**config.mk**
```make
export PLATFORM = sky130hd
export DESIGN_NAME = hid_report_change_events
export DESIGN_NICKNAME = d
export VERILOG_FILES = /design/src/rtl/hrce_pkg.sv /design/src/rtl/hid_report_change_events.sv /design/src/rtl/hrce_detect.sv /design/src/rtl/hrce_serial.sv
export SDC_FILE = /design/constraint.sdc
export NUM_CORES = 1
export LEC_CHECK = 0
export BUFFER_PORTS_ARGS = -buffer_cell sky130_fd_sc_hd__buf_4
export CAP_MARGIN = 30
export CORE_MARGIN = 2
export CORE_UTILIZATION = 30
export DETAILED_ROUTE_END_ITERATION = 7
export HOLD_SLACK_MARGIN = 0.03
export SETUP_SLACK_MARGIN = 0.05
export SKIP_LAST_GASP = 1
export SLEW_MARGIN = 20
export SYNTH_ARGS = -nofsm -noshare
export SYNTH_HDL_FRONTEND = slang
export SYNTH_SLANG_ARGS = --single-unit
```
**constraint.sdc**
```tcl
create_clock -name clk -period 5.8 [get_ports clk]
set_input_delay 0.58 -clock clk [delete_from_list [all_inputs] [get_ports clk]]
set_output_delay 0.58 -clock clk [all_outputs]
set_load 0.005 [all_outputs]
```
**src/rtl/hrce_pkg.sv**
```systemverilog
// Shared types and constants for the gamepad report change event block.
package hrce_pkg;

  localparam int unsigned REPORT_BYTES = 7;
  localparam int unsigned MAX_PAD_BYTES = 5;
  localparam int unsigned NUM_BUTTONS = 12;
  localparam int unsigned NUM_SLOTS = 3 + NUM_BUTTONS;
  localparam int unsigned SLOT_W = 4;

  localparam int unsigned SLOT_PAD = 0;
  localparam int unsigned SLOT_HAT = 1;
  localparam int unsigned SLOT_TT = 2;
  localparam int unsigned SLOT_BTN0 = 3;

  localparam logic [7:0] PAD_RST_VAL = 8'h0D;
  localparam logic [7:0] HAT_RST_VAL = 8'hDE;
  localparam logic [7:0] TT_FULL_SCALE = 8'hFF;

  typedef enum logic [2:0] {
    EV_PAD  = 3'd0,
    EV_HAT  = 3'd1,
    EV_TT   = 3'd2,
    EV_DOWN = 3'd3,
    EV_UP   = 3'd4
  } event_kind_t;

  typedef struct packed {
    logic [NUM_SLOTS-1:0]   mask;
    logic [3:0]             hat;
    logic [7:0]             tt;
    logic [NUM_BUTTONS-1:0] word;
    logic [23:0]            entry;
    logic [8:0]             alt_hi;
    logic [8:0]             alt_tt_old;
    logic [8:0]             alt_tt_new;
  } job_t;

  typedef struct packed {
    logic [7:0] event_value;
    logic [7:0] entry_turntable;
    logic [7:0] entry_buttons;
    logic [7:0] entry_extra_buttons;
    logic [8:0] alt_turntable;
    logic [6:0] alt_buttons;
    logic [1:0] alt_extra_buttons;
  } event_data_t;

endpackage

```
**src/rtl/hid_report_change_events.sv**
```systemverilog
// Top level of the gamepad report change event block.
// The first event of a report passes the job register and then the result register.
// Throughput: one event per cycle while the output is not stalled; the input is held until
// the last event of a report is registered, and the next report transfers in that same cycle.
// A report that causes no event leaves nothing pending and does not hold the input.
// Reset: synchronous active-low rst_n restores the stored report and drops pending events.
module hid_report_change_events import hrce_pkg::*; #(
  parameter int unsigned PAD_BYTES = 5
) (
  input  logic        clk,
  input  logic        rst_n,
  input  logic        in_tvalid,
  output logic        in_tready,
  // axis_x, axis_y, aux_a, aux_b, axis_rz, hat_and_buttons, turntable_byte
  input  logic [55:0] in_tdata,
  output logic        out_tvalid,
  input  logic        out_tready,
  // event_value, entry_turntable, entry_buttons, entry_extra_buttons,
  // alt_turntable, alt_buttons, alt_extra_buttons, zero fill
  output logic [55:0] out_tdata,
  // event_kind
  output logic [2:0]  out_tuser,
  output logic        out_tlast
);

  logic        fire;
  logic        can_load;
  logic [7:0]  rpt [REPORT_BYTES];
  job_t        job;
  event_kind_t ev_kind;
  event_data_t ev_data;

  always_comb begin
    for (int i = 0; i < REPORT_BYTES; i++) begin
      rpt[i] = in_tdata[8*i +: 8];
    end
  end

  assign in_tready = can_load;
  assign fire      = in_tvalid && can_load;

  hrce_detect #(
    .PAD_BYTES (PAD_BYTES)
  ) u_detect (
    .clk   (clk),
    .rst_n (rst_n),
    .fire  (fire),
    .rpt   (rpt),
    .job   (job)
  );

  hrce_serial u_serial (
    .clk       (clk),
    .rst_n     (rst_n),
    .load      (fire),
    .job_in    (job),
    .can_load  (can_load),
    .out_valid (out_tvalid),
    .out_ready (out_tready),
    .out_kind  (ev_kind),
    .out_data  (ev_data),
    .out_last  (out_tlast)
  );

  assign out_tuser = ev_kind;
  assign out_tdata = {6'b000000, ev_data.alt_extra_buttons, ev_data.alt_buttons,
                      ev_data.alt_turntable, ev_data.entry_extra_buttons,
                      ev_data.entry_buttons, ev_data.entry_turntable, ev_data.event_value};

endmodule

```
**src/rtl/hrce_detect.sv**
```systemverilog
// Change detection against the stored report and state update per report.
module hrce_detect import hrce_pkg::*; #(
  parameter int unsigned PAD_BYTES = 5
) (
  input  logic       clk,
  input  logic       rst_n,
  input  logic       fire,
  input  logic [7:0] rpt [REPORT_BYTES],
  output job_t       job
);

  logic [7:0]             prev_pad_r [PAD_BYTES];
  logic [7:0]             prev_hat_r;
  logic [7:0]             prev_tt_r;
  logic [NUM_BUTTONS-1:0] prev_word_r;
  logic [23:0]            entry_r;
  logic [17:0]            alt_r;

  logic                   pad_chg;
  logic                   hat_chg;
  logic                   tt_chg;
  logic [3:0]             hat;
  logic [7:0]             tt;
  logic [NUM_BUTTONS-1:0] word;
  logic [NUM_BUTTONS-1:0] changes;
  logic [6:0]             abtn;
  logic [1:0]             aex;
  logic [8:0]             scaled;
  logic [23:0]            entry_nxt;
  logic [17:0]            alt_nxt;

  always_comb begin
    pad_chg = 1'b0;
    for (int i = 0; i < PAD_BYTES; i++) begin
      if (rpt[i] != prev_pad_r[i]) begin
        pad_chg = 1'b1;
      end
    end
    hat     = rpt[5][3:0];
    hat_chg = {4'b0000, hat} != prev_hat_r;
    tt      = rpt[6];
    tt_chg  = tt != prev_tt_r;
    word    = {rpt[6], rpt[5][7:4]};
    changes = word ^ prev_word_r;

    abtn = {rpt[2][7], rpt[3][0], rpt[3][5], rpt[3][3], rpt[3][6], rpt[3][2], rpt[3][7]};
    aex  = {rpt[2][3], rpt[2][0]};
    // x*511/255 truncated equals 2x plus one at full scale
    scaled = {tt, 1'b0} + {8'h00, tt == TT_FULL_SCALE};

    entry_nxt = pad_chg ? {rpt[2], rpt[1], rpt[3]} : entry_r;
    alt_nxt[17:9] = pad_chg ? {aex, abtn} : alt_r[17:9];
    alt_nxt[8:0]  = tt_chg ? scaled : alt_r[8:0];

    job.mask       = {changes, tt_chg, hat_chg, pad_chg};
    job.hat        = hat;
    job.tt         = tt;
    job.word       = word;
    job.entry      = entry_nxt;
    job.alt_hi     = alt_nxt[17:9];
    job.alt_tt_old = alt_r[8:0];
    job.alt_tt_new = alt_nxt[8:0];
  end

  always_ff @(posedge clk) begin
    if (!rst_n) begin
      for (int i = 0; i < PAD_BYTES; i++) begin
        prev_pad_r[i] <= PAD_RST_VAL;
      end
      prev_hat_r  <= HAT_RST_VAL;
      prev_tt_r   <= '0;
      prev_word_r <= '0;
      entry_r     <= '0;
      alt_r       <= '0;
    end else if (fire) begin
      if (pad_chg) begin
        for (int i = 0; i < PAD_BYTES; i++) begin
          prev_pad_r[i] <= rpt[i];
        end
      end
      prev_hat_r  <= {4'b0000, hat};
      prev_tt_r   <= tt;
      prev_word_r <= word;
      entry_r     <= entry_nxt;
      alt_r       <= alt_nxt;
    end
  end

endmodule

```
**src/rtl/hrce_serial.sv**
```systemverilog
// Job register and event serializer feeding the result register.
module hrce_serial import hrce_pkg::*; (
  input  logic        clk,
  input  logic        rst_n,
  input  logic        load,
  input  job_t        job_in,
  output logic        can_load,
  output logic        out_valid,
  input  logic        out_ready,
  output event_kind_t out_kind,
  output event_data_t out_data,
  output logic        out_last
);

  job_t                 job_r;
  logic [NUM_SLOTS-1:0] pend_r;
  logic [NUM_SLOTS-1:0] pend_nxt;
  logic [NUM_SLOTS-1:0] low;
  logic [NUM_SLOTS-1:0] rest;
  logic [SLOT_W-1:0]    sel_idx;
  logic [SLOT_W-1:0]    btn_idx;
  logic                 emit;

  logic                 out_valid_r;
  event_kind_t          kind_r;
  event_kind_t          kind_nxt;
  event_data_t          data_r;
  event_data_t          data_nxt;
  logic                 last_r;

  always_comb begin
    low  = pend_r & (~pend_r + 1'b1);
    rest = pend_r & ~low;
    sel_idx = '0;
    for (int i = 0; i < NUM_SLOTS; i++) begin
      if (low[i]) begin
        sel_idx = sel_idx | SLOT_W'(i);
      end
    end
    btn_idx = sel_idx - SLOT_W'(SLOT_BTN0);

    emit     = (|pend_r) && (!out_valid_r || out_ready);
    can_load = !(|pend_r) || (emit && !(|rest));

    if (load) begin
      pend_nxt = job_in.mask;
    end else if (emit) begin
      pend_nxt = rest;
    end else begin
      pend_nxt = pend_r;
    end

    data_nxt.entry_turntable     = job_r.entry[7:0];
    data_nxt.entry_buttons       = job_r.entry[15:8];
    data_nxt.entry_extra_buttons = job_r.entry[23:16];
    data_nxt.alt_buttons         = job_r.alt_hi[6:0];
    data_nxt.alt_extra_buttons   = job_r.alt_hi[8:7];
    data_nxt.alt_turntable       = job_r.alt_tt_new;
    data_nxt.event_value         = {4'b0000, sel_idx} - 8'(SLOT_BTN0 - 1);
    kind_nxt = job_r.word[btn_idx] ? EV_DOWN : EV_UP;
    case (sel_idx)
      SLOT_W'(SLOT_PAD): begin
        kind_nxt                = EV_PAD;
        data_nxt.event_value    = '0;
        data_nxt.alt_turntable  = job_r.alt_tt_old;
      end
      SLOT_W'(SLOT_HAT): begin
        kind_nxt                = EV_HAT;
        data_nxt.event_value    = {4'b0000, job_r.hat};
        data_nxt.alt_turntable  = job_r.alt_tt_old;
      end
      SLOT_W'(SLOT_TT): begin
        kind_nxt                = EV_TT;
        data_nxt.event_value    = job_r.tt;
      end
      default: begin
      end
    endcase
  end

  always_ff @(posedge clk) begin
    if (!rst_n) begin
      pend_r <= '0;
    end else begin
      pend_r <= pend_nxt;
    end
  end

  always_ff @(posedge clk) begin
    if (load) begin
      job_r <= job_in;
    end
  end

  always_ff @(posedge clk) begin
    if (!rst_n) begin
      out_valid_r <= 1'b0;
    end else if (emit) begin
      out_valid_r <= 1'b1;
    end else if (out_ready) begin
      out_valid_r <= 1'b0;
    end
  end

  always_ff @(posedge clk) begin
    if (emit) begin
      kind_r <= kind_nxt;
      data_r <= data_nxt;
      last_r <= !(|rest);
    end
  end

  assign out_valid = out_valid_r;
  assign out_kind  = kind_r;
  assign out_data  = data_r;
  assign out_last  = last_r;

endmodule
```
==> summary.txt <==
Worst setup path
  • RR Endpoint: u_serial.job_r[62]
  • Slowest CP cell: or4_1
  • Largest stage delay on the critical path: 0.75 ns
  • Cell Chain, Critical Path: or4_1 -> nor4_1 -> o221ai_1 -> nor3_2 -> a21o_2 -> buf_4 -> buf_4
  • Critical path peak fanout: 43
  • FF-to-FF setup slack: 1.61 ns
  • Worst EP required: 5.22 ns
  • R2R Path Start: u_serial.pend_r[0]
  • Critical Path End Type: primary output
  • CP arrival: 3.61 ns
  • Critical path startpoint category: register
  • Critical setup path kind: reg -> out
  • Most Frequent Cell on Critical Path: buf_4
  • Worst reg2reg path depth: 8

Logic synthesis
  • Largest area contributor in the netlist: edfxtp_1
  • YS warnings: 0
  • Syn Inst Count: 817
  • Post-synth EDFFs: 161
  • Post-synth cell types: 55
  • Synth Area per Inst: around 12 sq um
  • Seq/Total Area, Yosys: 63.0%
  • Post-Syn Area: around 0.01 sq mm
  • Synth top area cells: edfxtp_1 (48%), dfxtp_1 (15%), mux2_2 (5.6%), nand4_1 (3.7%), nand2_1 (3.3%)
  • Top cell type's share of synthesized area: 48.1%
  • Commonest cells in the netlist: edfxtp_1 (161), nand2_1 (89), dfxtp_1 (75)
  • FFs w/ async S/R, synth: 0%
  • Top_reg_cell synth: edfxtp_1
  • Synthesized flop and latch total: 236
  • Most frequent cell after synthesis: edfxtp_1

STA
  • Slew at the pin closest to its max-slew limit: slightly below 0.9 ns
  • Final clock skew: around 0.017 ns
  • Fin. Hold Viols: 0
  • Period minus WS final: 4.19 ns
  • Final setup fails: 0
  • Worst setup margin: 1.61 ns
  • RSZ-0062 raised after global routing: false
  • Final period util: 72.2%
  • Fmax: 239 MHz
  • Final TNS setup: 0 ns
  • Normalized max-slew margin: 41.5%
  • Fin. max-slew vios: 0
  • WHS: ~0.25 ns

Die
  • Die area: 0.0350 sq mm
  • DIE WIDTH: 187 um
  • Initial core utilization: 30.2%
  • I/O Pins: 122
  • Die Height: 187 um
  • Std cell rows: 67
  • Core box area: 0.0333 sq mm

GRT
  • All-layer global routing usage: between 10% and 20%
  • Initial antenna violation count: 0
  • Maximum number of pins on one net before global-route repair: between 100 and 150
  • Number of global-route vias before repair: 6546
  • GRT Residual Overflow: 0
  • First-pass GRT wire length: 36900 um

Cells and area
  • Synthesis-to-layout area growth: 20.9%
  • Ant. Diodes: 0
  • Layout cells sized above 1: 24.5%
  • Final cell count without fillers: 1382
  • NumNets Final: 981

Clock tree
  • Root buf cell: clkbuf_16
  • TritonCTS clock tree: yes
  • TritonCTS Sinks: 236
  • Number of buffers created by CTS: 25
  • Clk_lat worst skew: 0.54 ns
  • H-tree levels: 1
  • Post-CTS Setup Bufs: 0
  • Post-CTS sizing: 0
  • Max clock buf depth: 3
  • Hold_buf cts: 0
  • Clk slew on worst S/H paths: ~0.060 ns

Place
  • Input/output buffers: 115
  • Placed cells: 1334
  • Post-DP HPWL: 15300 um
  • GPL Wtd Cong: just under 0.9
  • Place WS: 1.65 ns

Worst hold path
  • Worst hold path type: in -> reg
  • Worst hold start: in_tdata[45]
  • Hold Path End: u_serial.job_r[52]
  • Worst Hold Depth: 1

Power
  • Maximum VDD drop: ~0.34 mV
  • Leak: 4.43 nW
  • Cell Pwr Density: between 600 and 700 mW/mm^2
  • Power, Total: 0.00851 W

Job
  • Max Cap Viol: 0

Status
  • Status: finished, final reports clean

Route
  • DR WL/cell: 17.1 um
  • Post-route ant nets: 0
  • DR iter-0 viols: ~550
  • Vias per cell: 4.82
  • DRC: 0
  • WL final: 23700 um
  • TritonRoute pass-1 iters: 5
  • Via count: 6659
placed cells by master, fill, tap and decap left out, types with 26 or more instances in the layout:
cell type,Yosys,layout
and2_1,29,29
buf_4,10,124
clkbuf_16,0,26
dfxtp_1,75,75
edfxtp_1,161,161
mux2_2,50,50
nand2_1,89,88
nand4_1,59,59
o21ai_0,59,59
xnor2_1,34,34
registers in the layout, summed over array words and instances, names as in the netlist:
signal                count
u_serial.job_r           34
u_serial.data_nxt        33
u_serial.pend_r          15
u_serial.out_data        50
u_serial.out_kind         3
u_detect.alt_r           18
u_detect.entry_r         24
u_detect.prev_pad_r      40
u_serial.out_last         1
u_serial.out_valid        1
u_detect.prev_word_r     12
u_detect.prev_hat_r       5
how the worst max path moves through the flow:
stage | from | depth (start not counted) | to
2_1_floorplan | u_serial.pend_r[0] | 11 | u_detect.prev_pad_r[0][0]
3_3_place_gp | u_serial.pend_r[0] | 8 | u_serial.job_r[59]
3_5_place_dp | u_serial.pend_r[0] | 8 | u_serial.job_r[59]
4_1_cts | u_serial.pend_r[0] | 8 | u_serial.job_r[62]
5_1_grt | u_serial.pend_r[0] | 8 | u_serial.job_r[62]
6_report | u_serial.pend_r[0] | 7 | in_tready
worst max-delay path: cells and delay by family (launching register included):
family / cells / cell delay, ns
simple gates: 3 / 1.37
buf+inv: 2 / 0.73
compound gates: 2 / 0.54
flops: 1 / 0.38
stage by stage:
| step | cell area [sq um] | utilization [%] |
|---|---|---|
| 2_1_floorplan | 10100 | - |
| 3_3_place_gp | 11300 | 33.9 |
| 3_5_place_dp | 11300 | 34.0 |
| 4_1_cts | 12100 | 36.4 |
| 5_1_grt | 12200 | 36.5 |
| 6_report | 12200 | 36.5 |
where the power goes:
part / switching [W] / internal [W] / leakage (nW)
registers: 0.000370 / 0.00298 / 2.18
clock network: 0.000674 / 0.000900 / 0.402
logic: 0.00226 / 0.00133 / 1.85
metal layers:
metal	up-vias	wire [um]	global-route usage [%]
met5	-	0	0
met2	231	10700	20.9
met1	3192	10900	18.4
li1	3191	-	-
met3	45	1360	1.89
met4	0	713	4.76
layout make-up:
type	instances	area (sq um)
sequential	236	6340
clock buffer	32	693
timing repair buffer	127	990
fill	3222	21100
clock inverter	14	125
multi-input combinational	509	3390
tap	448	561
inverter	16	62.6
kinds of logic (layout without fill, tap and decap cells):
family | count (synthesis) | count (layout) | share of synthesized area (%)
XOR/XNOR | 58 | 58 | 5.05
AO/OA/AOI/OAI | 121 | 121 | 7.44
adder cells (fa/ha/maj) | 8 | 8 | 0.945
buffers and inverters | 77 | 189 | 3.51
multiplexers | 60 | 60 | 6.72
AND/OR/NAND/NOR | 256 | 256 | 13.3
other | 1 | 6 | 0.0373
flip-flops | 236 | 236 | 63.0
Power figures use the tool's default switching activity.
